File: src/rtl/trp_pkg.sv
// Package for the tilt roll/pitch unit: widths, pipeline depth, sideband type
// and the arctangent table used by the CORDIC stages. No dependencies.
package trp_pkg;

  localparam int AXIS_WIDTH    = 14;
  localparam int CORDIC_STAGES = 16;
  localparam int SQRT_FRAC     = 7;

  localparam int ROOT_W  = AXIS_WIDTH + SQRT_FRAC;
  localparam int SQ_W    = 2 * AXIS_WIDTH - 1;
  localparam int SUM_W   = 2 * AXIS_WIDTH;
  localparam int RAD_W   = 2 * ROOT_W;
  localparam int REM_W   = ROOT_W + 2;
  localparam int CD_W    = ROOT_W + 3;
  localparam int ACC_W   = 26;
  localparam int RND_W   = ACC_W - 8;
  localparam int ROLL_W  = 17;
  localparam int PITCH_W = 16;
  localparam int TAB_IDX_W = 5;

  localparam int DEG180_ACC = 11796480;
  localparam int ROLL_MAX   = 46080;
  localparam int PITCH_MAX  = 23040;

  localparam int LAT = 5 + ROOT_W + CORDIC_STAGES;

  typedef struct packed {
    logic                         zero;
    logic                         zle;
    logic signed [AXIS_WIDTH-1:0] x;
    logic signed [AXIS_WIDTH-1:0] y;
  } side_t;

  function automatic logic signed [ACC_W-1:0] atan_deg16(input logic [TAB_IDX_W-1:0] i);
    logic signed [ACC_W-1:0] r;
    unique case (i)
      5'd0:    r = ACC_W'(2949120);
      5'd1:    r = ACC_W'(1740967);
      5'd2:    r = ACC_W'(919879);
      5'd3:    r = ACC_W'(466945);
      5'd4:    r = ACC_W'(234379);
      5'd5:    r = ACC_W'(117305);
      5'd6:    r = ACC_W'(58666);
      5'd7:    r = ACC_W'(29335);
      5'd8:    r = ACC_W'(14668);
      5'd9:    r = ACC_W'(7334);
      5'd10:   r = ACC_W'(3667);
      5'd11:   r = ACC_W'(1833);
      5'd12:   r = ACC_W'(917);
      5'd13:   r = ACC_W'(458);
      5'd14:   r = ACC_W'(229);
      5'd15:   r = ACC_W'(115);
      5'd16:   r = ACC_W'(57);
      5'd17:   r = ACC_W'(29);
      5'd18:   r = ACC_W'(14);
      5'd19:   r = ACC_W'(7);
      5'd20:   r = ACC_W'(4);
      5'd21:   r = ACC_W'(2);
      5'd22:   r = ACC_W'(1);
      default: r = '0;
    endcase
    return r;
  endfunction

endpackage

File: src/rtl/trp_sqrt.sv
// Pipelined digit-by-digit integer square root, one root bit per stage.
// Depends on trp_pkg.
module trp_sqrt (
  input  logic                          clk_i,
  input  logic                          en_i,
  input  logic [trp_pkg::SUM_W-1:0]     rad_i,
  output logic [trp_pkg::ROOT_W-1:0]    root_o
);
  localparam int RW = trp_pkg::ROOT_W;
  localparam int NW = trp_pkg::RAD_W;
  localparam int MW = trp_pkg::REM_W;

  logic [MW-1:0] rem_q  [RW+1];
  logic [RW-1:0] root_q [RW+1];
  logic [NW-1:0] n_q    [RW+1];

  assign rem_q[0]  = '0;
  assign root_q[0] = '0;
  assign n_q[0]    = {rad_i, {(2*trp_pkg::SQRT_FRAC){1'b0}}};

  for (genvar j = 0; j < RW; j++) begin : g_stg
    logic [MW-1:0] cur, trial;
    assign cur   = {rem_q[j][MW-3:0], n_q[j][NW-1:NW-2]};
    assign trial = {root_q[j], 2'b01};
    always_ff @(posedge clk_i) begin
      if (en_i) begin
        n_q[j+1] <= {n_q[j][NW-3:0], 2'b00};
        if (cur >= trial) begin
          rem_q[j+1]  <= cur - trial;
          root_q[j+1] <= {root_q[j][RW-2:0], 1'b1};
        end else begin
          rem_q[j+1]  <= cur;
          root_q[j+1] <= {root_q[j][RW-2:0], 1'b0};
        end
      end
    end
  end

  assign root_o = root_q[RW];
endmodule

File: config.mk
export PLATFORM = sky130hd
export DESIGN_NAME = trp_sqrt
export DESIGN_NICKNAME = d
export VERILOG_FILES = /design/src/rtl/trp_pkg.sv /design/src/rtl/trp_sqrt.sv
export SDC_FILE = /design/constraint.sdc
export NUM_CORES = 1
export LEC_CHECK = 0
export ABC_AREA = 1
export BUFFER_PORTS_ARGS = -buffer_cell sky130_fd_sc_hd__clkbuf_2
export CORE_ASPECT_RATIO = 0.9
export CORE_MARGIN = 2
export CORE_UTILIZATION = 25
export DETAILED_ROUTE_END_ITERATION = 7
export MAX_ROUTING_LAYER = met4
export PLACE_DENSITY_LB_ADDON = 0.12
export SLEW_MARGIN = 20
export SYNTH_ARGS = -nofsm -noshare
export SYNTH_HDL_FRONTEND = slang
export SYNTH_SLANG_ARGS = --single-unit
File: constraint.sdc
create_clock -name clk_i -period 2.3 [get_ports clk_i]
set_clock_uncertainty 0.15 [all_clocks]
set_input_delay 0.115 -clock clk_i [delete_from_list [all_inputs] [get_ports clk_i]]
set_output_delay 0.115 -clock clk_i [all_outputs]
set_load 0.05 [all_outputs]
==> reports/results.tsv <==
metric	value	unit
# rows	148	
Routed WL per cell	15.8	um
Initial Utilization	25.2	%
GP Congestion	0.878	
total CTS buffers	95	
Post-Route WL	138000	um
Worst Setup Start Kind	flip-flop	
Seq/Total Area, Yosys	52.1	%
antenna viol nets, final	0	
Initial DRC Count	2017	
fin area	62900	sq um
Max Cap Viol	0	
largest net degree at the start of global routing	107	
I/O pin count	51	
Period minus WS final	2.30	ns
worst slew pin tran	0.628	ns
routed via count	37300	
DP HPWL	104000	um
GR met3 Demand/Resource	2.10	%
area of the core	181000	sq um
Placed Area	53500	sq um
RSZ-0062 raised after global routing	true	
crit path max fanout	7	
FF+latch count, synth	792	
Synth area leader	edfxtp_1	
Post-synth EDFFs	792	
max frequency	0.434	GHz
leakage	27.6	nW
Final Hold Fails	0	
number of port buffers	50	
CTS root buffer	clkbuf_16	
met2 Use GR	21.8	%
Data required, critical path	2.62	ns
status	finished with violations	
crit share post-route	100	%
Worst Hold Class	in -> reg	
Async SR Flop Fraction	0	%
Post-Place Cells	8264	
post-synthesis instance total	5235	
antenna violations before repair	5	
Residual DRC	0	
largest cells by area after synthesis	edfxtp_1 52%, nand2_1 14%, inv_1 6.6%	
pwr dens	783	nW/um^2
Warnings, synthesis	0	
worst-skew pair later-pin latency	0.73	ns
maximum vdd ir drop	543	uV
CTS clk-pin slew, worst paths	0.06	ns
area growth from synthesis to layout	37.8	%
Layout Cells excl Fill	8713	
Die Ht	409	um
top cell type's share of synthesized area	52.1	%
max_slew headroom	58.1	%
final setup violation count	1	
vias per inst	4.28	
final core utilization	34.7	%
most frequently used flop master after synthesis	edfxtp_1	
count of cell types in the netlist	54	
CTS tree	done	
Min Hold Slack	0.103	ns
kind of critical path	reg -> reg	
first-pass GRT wire length	206000	um
Pre-Repair DR Iteration Count	6	
fill count	18800	
layout cell share with drive strength beyond 1	28.6	%
total gr overflow	0	
Sink Count	792	
crit path capture type	flip-flop	
Max clock buf depth	3	
GR Layer Usage met1	20.5	%
Final WS setup	-0.00170	ns
Layout Nets	6509	
vias in the first global route	36100	
GR peak layer	met2	
post-synthesis net count	5509	
Mean Syn Cell Area	8.72	sq um
worst endpoint data arrival time	2.62	ns
GRT Util Overall	14.6	%
Die Width	454	um
Syn Std Cell Area	45600	sq um
die area	186000	sq um
htree depth	3	
fin. max-slew vios	0	
failing checks	negative setup slack	
## worst max-delay path, cell delays in order, from the launching register on
cell and delay [ns]:
edfxtp_1 0.43, inv_2 0.10, ha_4 0.23, a21oi_4 0.13, nor2_1 0.05, nor2_1 0.11
nand2_2 0.09, nand2_4 0.10, nand2_4 0.06, nor2_4 0.19, buf_12 0.13, buf_12 0.11
buf_4 0.12, o21ai_4 0.05
## final cells by class
| type | count | area [sq um] | area share [%] |
|---|---|---|---|
| repair inverters | 1 | 6.26 | 0.00994 |
| multi-input cells | 3589 | 22000 | 35.0 |
| diodes | 1 | 2.50 | 0.00398 |
| clock inverters | 61 | 648 | 1.03 |
| flip-flops and latches | 792 | 23800 | 37.8 |
| clock buffers | 113 | 2440 | 3.89 |
| repair buffers | 939 | 7870 | 12.5 |
| well taps | 2400 | 3000 | 4.77 |
| inverters | 817 | 3110 | 4.95 |
## cells in the final DEF (no fill, tap or decap), types with 13 or more instances in the layout
cell type	n
nand2_4	37
nand3b_1	71
buf_12	31
o21ai_2	48
nor2_1	420
clkbuf_2	49
buf_4	752
nor2_4	33
nor2_2	42
edfxtp_1	792
xnor2_1	67
inv_2	103
buf_6	25
clkbuf_16	110
nand4_1	76
a21oi_1	118
nand3_1	251
ha_4	141
dlygate4sd3_1	61
inv_4	13
inv_1	699
clkinv_2	20
nand2_2	189
o21ai_0	70
xor2_1	92
clkbuf_1	18
o21ai_1	60
nand2_1	1532
a21oi_2	76
nand3_2	37
nor3_1	33
clkinv_1	17
ha_1	89
## sequential cells by signal, summed over array words and instances (netlist names)
register,cells
g_stg.cur,405
g_stg.trial,210
n_q,156
root_o,21
## worst paths after layout
path                     startpoint  cells after the start              end  slack [ns]
hold reg to reg            n_q[828]                      0         n_q[788]        0.25
setup reg to reg  g_stg[8].trial[4]                     13  g_stg[9].cur[4]      -0.002
setup / recovery  g_stg[8].trial[4]                     13  g_stg[9].cur[4]      -0.002
hold / removal            rad_i[27]                      4  g_stg[1].cur[2]        0.10
## cell usage after synthesis (21+ instances only)
| library cell | n |
|---|---|
| nor3_1 | 39 |
| inv_1 | 801 |
| edfxtp_1 | 792 |
| nand4_1 | 76 |
| xor2_1 | 93 |
| nand2_1 | 1733 |
| ha_1 | 238 |
| nand2_2 | 24 |
| xnor2_1 | 68 |
| nand3b_1 | 71 |
| a21oi_1 | 193 |
| o21ai_0 | 130 |
| nor2_1 | 474 |
| nand3_1 | 285 |
| o21ai_1 | 31 |
| o21ai_2 | 21 |
## per-stage QoR
| step | worst slack [ns] | TNS [ns] | power (W) |
|---|---|---|---|
| 6_report | -0.00170 | -0.00170 | 0.0492 |
| 4_1_cts | -0.0128 | -0.0278 | 0.0481 |
| 3_3_place_gp | -0.259 | -9.76 | 0.0321 |
| 2_1_floorplan | 0.0409 | 0 | 0.0264 |
| 3_5_place_dp | -0.244 | -8.77 | 0.0320 |
| 5_1_grt | -0.118 | -4.25 | 0.0523 |
## where the power goes
| part | total, W | internal, W | switching (W) |
|---|---|---|---|
| Combinational | 0.0146 | 0.00653 | 0.00808 |
| Sequential | 0.0196 | 0.0181 | 0.00148 |
| Clock | 0.0150 | 0.00856 | 0.00645 |
| Total | 0.0492 | 0.0332 | 0.0160 |
## logic make-up (layout without fill, tap and decap cells)
group                      after synthesis  in the layout  share of synthesized area, %
other                                    1              2                       0.00822
DFF                                    792            792                          52.1
AOI/OAI and AO/OA                      413            413                          4.98
and+or+nand+nor                       2768           2770                          25.5
xor gates and xnor gates               161            161                          3.09
adders and majority gates              244            244                          6.79
buffers and inverters                  856           1931                          7.51
## layer usage
metal / vias up / wire, um
li1: 19100 / -
met1: 17500 / 69300
met2: 533 / 60700
met3: 187 / 4490
met4: 0 / 3370
met5: - / 0
## what timing repair did
action,4_1_cts,5_1_grt
hold buffers,61,0
buffers inserted,57,140
pin swaps,32,152
hold endpoints to repair,487,0
resized for setup,163,713
cloned,1,21
setup endpoints to repair,163,356
Power figures use the tool's default switching activity.
