--- src/rtl/trp_pkg.sv ---
// Package for the tilt roll/pitch unit: widths, pipeline depth, sideband type
// and the arctangent table used by the CORDIC stages. No dependencies.
package trp_pkg;

  localparam int AXIS_WIDTH    = 14;
  localparam int CORDIC_STAGES = 16;
  localparam int SQRT_FRAC     = 7;

  localparam int ROOT_W  = AXIS_WIDTH + SQRT_FRAC;
  localparam int SQ_W    = 2 * AXIS_WIDTH - 1;
  localparam int SUM_W   = 2 * AXIS_WIDTH;
  localparam int RAD_W   = 2 * ROOT_W;
  localparam int REM_W   = ROOT_W + 2;
  localparam int CD_W    = ROOT_W + 3;
  localparam int ACC_W   = 26;
  localparam int RND_W   = ACC_W - 8;
  localparam int ROLL_W  = 17;
  localparam int PITCH_W = 16;
  localparam int TAB_IDX_W = 5;

  localparam int DEG180_ACC = 11796480;
  localparam int ROLL_MAX   = 46080;
  localparam int PITCH_MAX  = 23040;

  localparam int LAT = 5 + ROOT_W + CORDIC_STAGES;

  typedef struct packed {
    logic                         zero;
    logic                         zle;
    logic signed [AXIS_WIDTH-1:0] x;
    logic signed [AXIS_WIDTH-1:0] y;
  } side_t;

  function automatic logic signed [ACC_W-1:0] atan_deg16(input logic [TAB_IDX_W-1:0] i);
    logic signed [ACC_W-1:0] r;
    unique case (i)
      5'd0:    r = ACC_W'(2949120);
      5'd1:    r = ACC_W'(1740967);
      5'd2:    r = ACC_W'(919879);
      5'd3:    r = ACC_W'(466945);
      5'd4:    r = ACC_W'(234379);
      5'd5:    r = ACC_W'(117305);
      5'd6:    r = ACC_W'(58666);
      5'd7:    r = ACC_W'(29335);
      5'd8:    r = ACC_W'(14668);
      5'd9:    r = ACC_W'(7334);
      5'd10:   r = ACC_W'(3667);
      5'd11:   r = ACC_W'(1833);
      5'd12:   r = ACC_W'(917);
      5'd13:   r = ACC_W'(458);
      5'd14:   r = ACC_W'(229);
      5'd15:   r = ACC_W'(115);
      5'd16:   r = ACC_W'(57);
      5'd17:   r = ACC_W'(29);
      5'd18:   r = ACC_W'(14);
      5'd19:   r = ACC_W'(7);
      5'd20:   r = ACC_W'(4);
      5'd21:   r = ACC_W'(2);
      5'd22:   r = ACC_W'(1);
      default: r = '0;
    endcase
    return r;
  endfunction

endpackage

--- src/rtl/trp_cordic.sv ---
// Pipelined CORDIC vectoring atan2(b, a) in degrees, 16 fraction bits.
// One pre-rotation stage then one stage per iteration. Depends on trp_pkg.
module trp_cordic (
  input  logic                               clk_i,
  input  logic                               en_i,
  input  logic signed [trp_pkg::CD_W-1:0]    b_i,
  input  logic signed [trp_pkg::CD_W-1:0]    a_i,
  output logic signed [trp_pkg::ACC_W-1:0]   acc_o
);
  localparam int N = trp_pkg::CORDIC_STAGES;

  logic signed [trp_pkg::CD_W-1:0]  a_q   [N+1];
  logic signed [trp_pkg::CD_W-1:0]  b_q   [N+1];
  logic signed [trp_pkg::ACC_W-1:0] acc_q [N+1];

  always_ff @(posedge clk_i) begin
    if (en_i) begin
      if (a_i < 0) begin
        a_q[0]   <= -a_i;
        b_q[0]   <= -b_i;
        acc_q[0] <= (b_i < 0) ? -trp_pkg::ACC_W'(trp_pkg::DEG180_ACC)
                              : trp_pkg::ACC_W'(trp_pkg::DEG180_ACC);
      end else begin
        a_q[0]   <= a_i;
        b_q[0]   <= b_i;
        acc_q[0] <= '0;
      end
    end
  end

  for (genvar k = 0; k < N; k++) begin : g_stg
    always_ff @(posedge clk_i) begin
      if (en_i) begin
        if (!b_q[k][trp_pkg::CD_W-1]) begin
          a_q[k+1]   <= a_q[k] + (b_q[k] >>> k);
          b_q[k+1]   <= b_q[k] - (a_q[k] >>> k);
          acc_q[k+1] <= acc_q[k] + trp_pkg::atan_deg16(trp_pkg::TAB_IDX_W'(k));
        end else begin
          a_q[k+1]   <= a_q[k] - (b_q[k] >>> k);
          b_q[k+1]   <= b_q[k] + (a_q[k] >>> k);
          acc_q[k+1] <= acc_q[k] - trp_pkg::atan_deg16(trp_pkg::TAB_IDX_W'(k));
        end
      end
    end
  end

  assign acc_o = acc_q[N];
endmodule

--- config.mk ---
export PLATFORM = sky130hd
export DESIGN_NAME = trp_cordic
export DESIGN_NICKNAME = d
export VERILOG_FILES = /design/src/rtl/trp_pkg.sv /design/src/rtl/trp_cordic.sv
export SDC_FILE = /design/constraint.sdc
export NUM_CORES = 2
export LEC_CHECK = 0
export BUFFER_PORTS_ARGS = -buffer_cell sky130_fd_sc_hd__clkbuf_2
export CORE_MARGIN = 2
export CORE_UTILIZATION = 40
export DETAILED_ROUTE_END_ITERATION = 10
export PLACE_DENSITY = 0.58
export SYNTH_ARGS = -nofsm -noshare
export SYNTH_HDL_FRONTEND = slang
export SYNTH_SLANG_ARGS = --single-unit
--- constraint.sdc ---
create_clock -name clk_i -period 6.45 [get_ports clk_i]
set_clock_uncertainty 0.05 [all_clocks]
set_input_delay 0.645 -clock clk_i [delete_from_list [all_inputs] [get_ports clk_i]]
set_output_delay 0.645 -clock clk_i [all_outputs]
set_load 0.05 [all_outputs]
==> flow_summary_export.csv <==
group,metric,value,unit
global_route,grt-ovfl-total,0,
run,max_cap_violations,0,
global_route,busiest_layer,"met2",
critical_path,worstSetupPathType,"flip-flop to flip-flop",
critical_path,cpMaxStageDelayCell,"edfxtp_1",
clocking,cts-root-buf,"clkbuf_16",
global_route,antenna_found_initial,1,
timing,period_needed,4.94,ns
global_route,grt_util_met1,0.250,
yosys,post_synth.cell_area_avg,9.70,um2
timing,rsz0062_at_grt,"no",
timing,fin_crit_sh,0.766,
routing,ant_nets,0,
global_route,grt_pass1_wl,361000,um
yosys,synth_common_cells,"ha_1, edfxtp_1, a21oi_1, xnor2_1, nor2_1",
yosys,synth-xor-area-share,0.126,
clocking,clockBufferDepth,3,
yosys,muxShareOfSynthArea,0.00574,
yosys,synth_compound_area_frac,0.188,
layout,areaGrowthSynthToFinish,9.51,%
timing,slew_headroom,0.171,
yosys,ys_ff_latch,1079,
critical_path,cp_max_fo,35,
yosys,synthesis.nets,10600,
yosys,yosys.area_share.simple,0.129,
place,gp_congestion,0.892,
clocking,post-cts-setup-buffers,0,
yosys,synthCells,9330,
outcome,status,"completed",
yosys,synth_top_area_frac,0.358,
floorplanning,die_x,480,um
place,placed_cell_area,0.0946,mm2
global_route,grt_max_degree,111,
place,port-buffer-count,74,
critical_path,cp_cell_sequence,"nand2_1 > buf_4 > clkinv_1 > nor2_1 > xor2_1 > ha_1 > a21oi_1 > nand2b_1 > a211oi_1 > o311a_1 > o21ai_0 > nor3_1 > or3_1 > a21oi_1 > xor2_1",
timing,final-setup-viol-count,0,
floorplanning,die-area,0.230,mm2
yosys,yosysUniqueCellTypes,89,
global_route,grt_pass1_vias,67700,
timing,hold_violations,0,
timing,fmax,202,MHz
floorplanning,rows,174,
global_route,grt_use_met2,0.333,
timing,drv_slew,0,
yosys,synth_ff_type,"edfxtp_1",
layout,seqCellArea,0.0324,mm2
critical_path,cp_top_family,"compound AO/OA/AOI/OAI gates",
floorplanning,io_pins,76,
clocking,cts_tree,"yes",
layout,drive_gt1_frac,0.0492,
yosys,yosys.area.top_type,"edfxtp_1",
place,hpwl,180000,um
global_route,track_usage,0.192,
critical_path,crit_buf_inv,2,
yosys,synth_edf_count,1079,
floorplanning,start_util,0.402,
critical_path,required,6.91,ns
yosys,synth.yosys.warnings,0,
layout,fin_util,0.441,
routing,dr.pass1.iters,5,
routing,vias_per_cell,5.52,
clocking,cts_sinks,1079,
critical_path,setup.worst_path.end_class,"flip-flop",
layout,fillers,21400,
timing,tightest_slew,1.23,ns
clocking,numCtsBuffers,138,
critical_path,cp.arrival,5.41,ns
global_route,use_met3,0.0225,
floorplanning,die_y,480,um
routing,initialDrtViolationCount,4219,
routing,via_count,69500,
clocking,htreeDepth,4,
yosys,synth_area_leaders,"edfxtp_1, ha_1, xnor2_1",
floorplanning,coreArea,0.225,mm2
routing,avgRoutedWirePerCell,18.0,um
yosys,synth_fa_ha_area_frac,0.170,
clocking,clk_latency,0.79,ns
layout,fin_area,0.0991,mm2
yosys,syn_area,0.0905,mm2
yosys,ys_seq_area_frac,0.358,
clocking,cts.clk_slew.worst_paths,0.06,ns
yosys,async_flop_share,0,
critical_path,cp-start-kind,"flip-flop",
routing,wirelength,226000,um
timing,fin_tns_setup,0,ns
min_path,hold_class,"input port to flip-flop",
layout,fin_nets,10700,
yosys,synth_top_family_by_area,"compound AO/OA/AOI/OAI gates",
routing,drc,0,
layout,multiInputGateArea,0.0559,mm2
critical_path,critical-path-max-stage-delay,0.63,ns
yosys,yosys.cell_count.top_type,"ha_1",
cell usage in the layout (no fill, tap or decap), types with 79 or more instances in the layout:
master | Yosys | final
a21o_1 | 318 | 318
a21oi_1 | 857 | 857
a31oi_1 | 105 | 105
and3_1 | 79 | 79
clkbuf_16 | 0 | 141
edfxtp_1 | 1079 | 1079
ha_1 | 1164 | 1164
inv_1 | 418 | 418
nand2_1 | 591 | 590
nand2b_1 | 153 | 153
nand3_1 | 144 | 144
nor2_1 | 752 | 752
nor2b_1 | 135 | 134
nor3_1 | 231 | 231
o21a_1 | 146 | 146
o21ai_0 | 555 | 555
o21bai_1 | 106 | 106
o31ai_1 | 108 | 108
or3_1 | 80 | 80
xnor2_1 | 827 | 827
xor2_1 | 471 | 471
per-stage QoR:
step / std cells / setup slack, ns / hold slack (ns)
final: 12600 / 1.51 / 0.0755
after detailed placement: 12300 / 1.04 / 0.369
after CTS: 12600 / 1.47 / 0.00956
after global placement: 12300 / 1.05 / 0.383
after floorplan: 9330 / 1.17 / 0.350
after global routing: 12600 / 1.11 / 0.0361
repair_timing:
item / 4_1_cts / 5_1_grt
gates resized for setup: 0 / 0
hold endpoints to repair: 1 / 0
hold buffers: 1 / 0
worst paths after layout:
path,endpoint,slack (ns),cells after the start,start
worst max-delay path,b_q[2][23]$_DFFE_PP_,1.51,15,b_q[1][23]$_DFFE_PP_
worst min-delay path,a_q[0][0]$_DFFE_PP_,0.08,1,a_i[0]
worst max register to register,b_q[2][23]$_DFFE_PP_,1.51,15,b_q[1][23]$_DFFE_PP_
worst min register to register,acc_q[9][1]$_DFFE_PP_,0.37,0,acc_q[8][1]$_DFFE_PP_
cell type report:
type | instances | share of cell area
repair buffers | 138 | 0.00884
clock buffers | 160 | 0.0363
inverters | 427 | 0.0162
well taps | 2992 | 0.0378
clock inverters | 92 | 0.00924
flip-flops and latches | 1079 | 0.327
diodes | 2 | 0.0000505
multi-input cells | 7682 | 0.565
kinds of logic (layout without fill, tap and decap cells):
family	after synthesis	count (layout)
fa+ha+maj	1203	1203
simple gates	2446	2446
mux	50	50
buf+inv	569	817
compound gates	2683	2683
other cells	1	3
xor+xnor	1299	1299
flops	1079	1079
flip-flops by register name, indices dropped and copies added (netlist names):
name / flops
a_q: 346
acc_q: 373
b_q: 360
metal layers:
layer  routed length, um  share of wire  vias up
met5                   0              0        -
met4                5820          0.026        0
met3                8290          0.037      330
met2              109000           0.48     1291
met1              103000           0.45    33100
li1                    -              -    34800
Power is left out: the tool's default activity adds up to more than one toggle a clock period on the data nets, which glitch-free logic cannot reach.
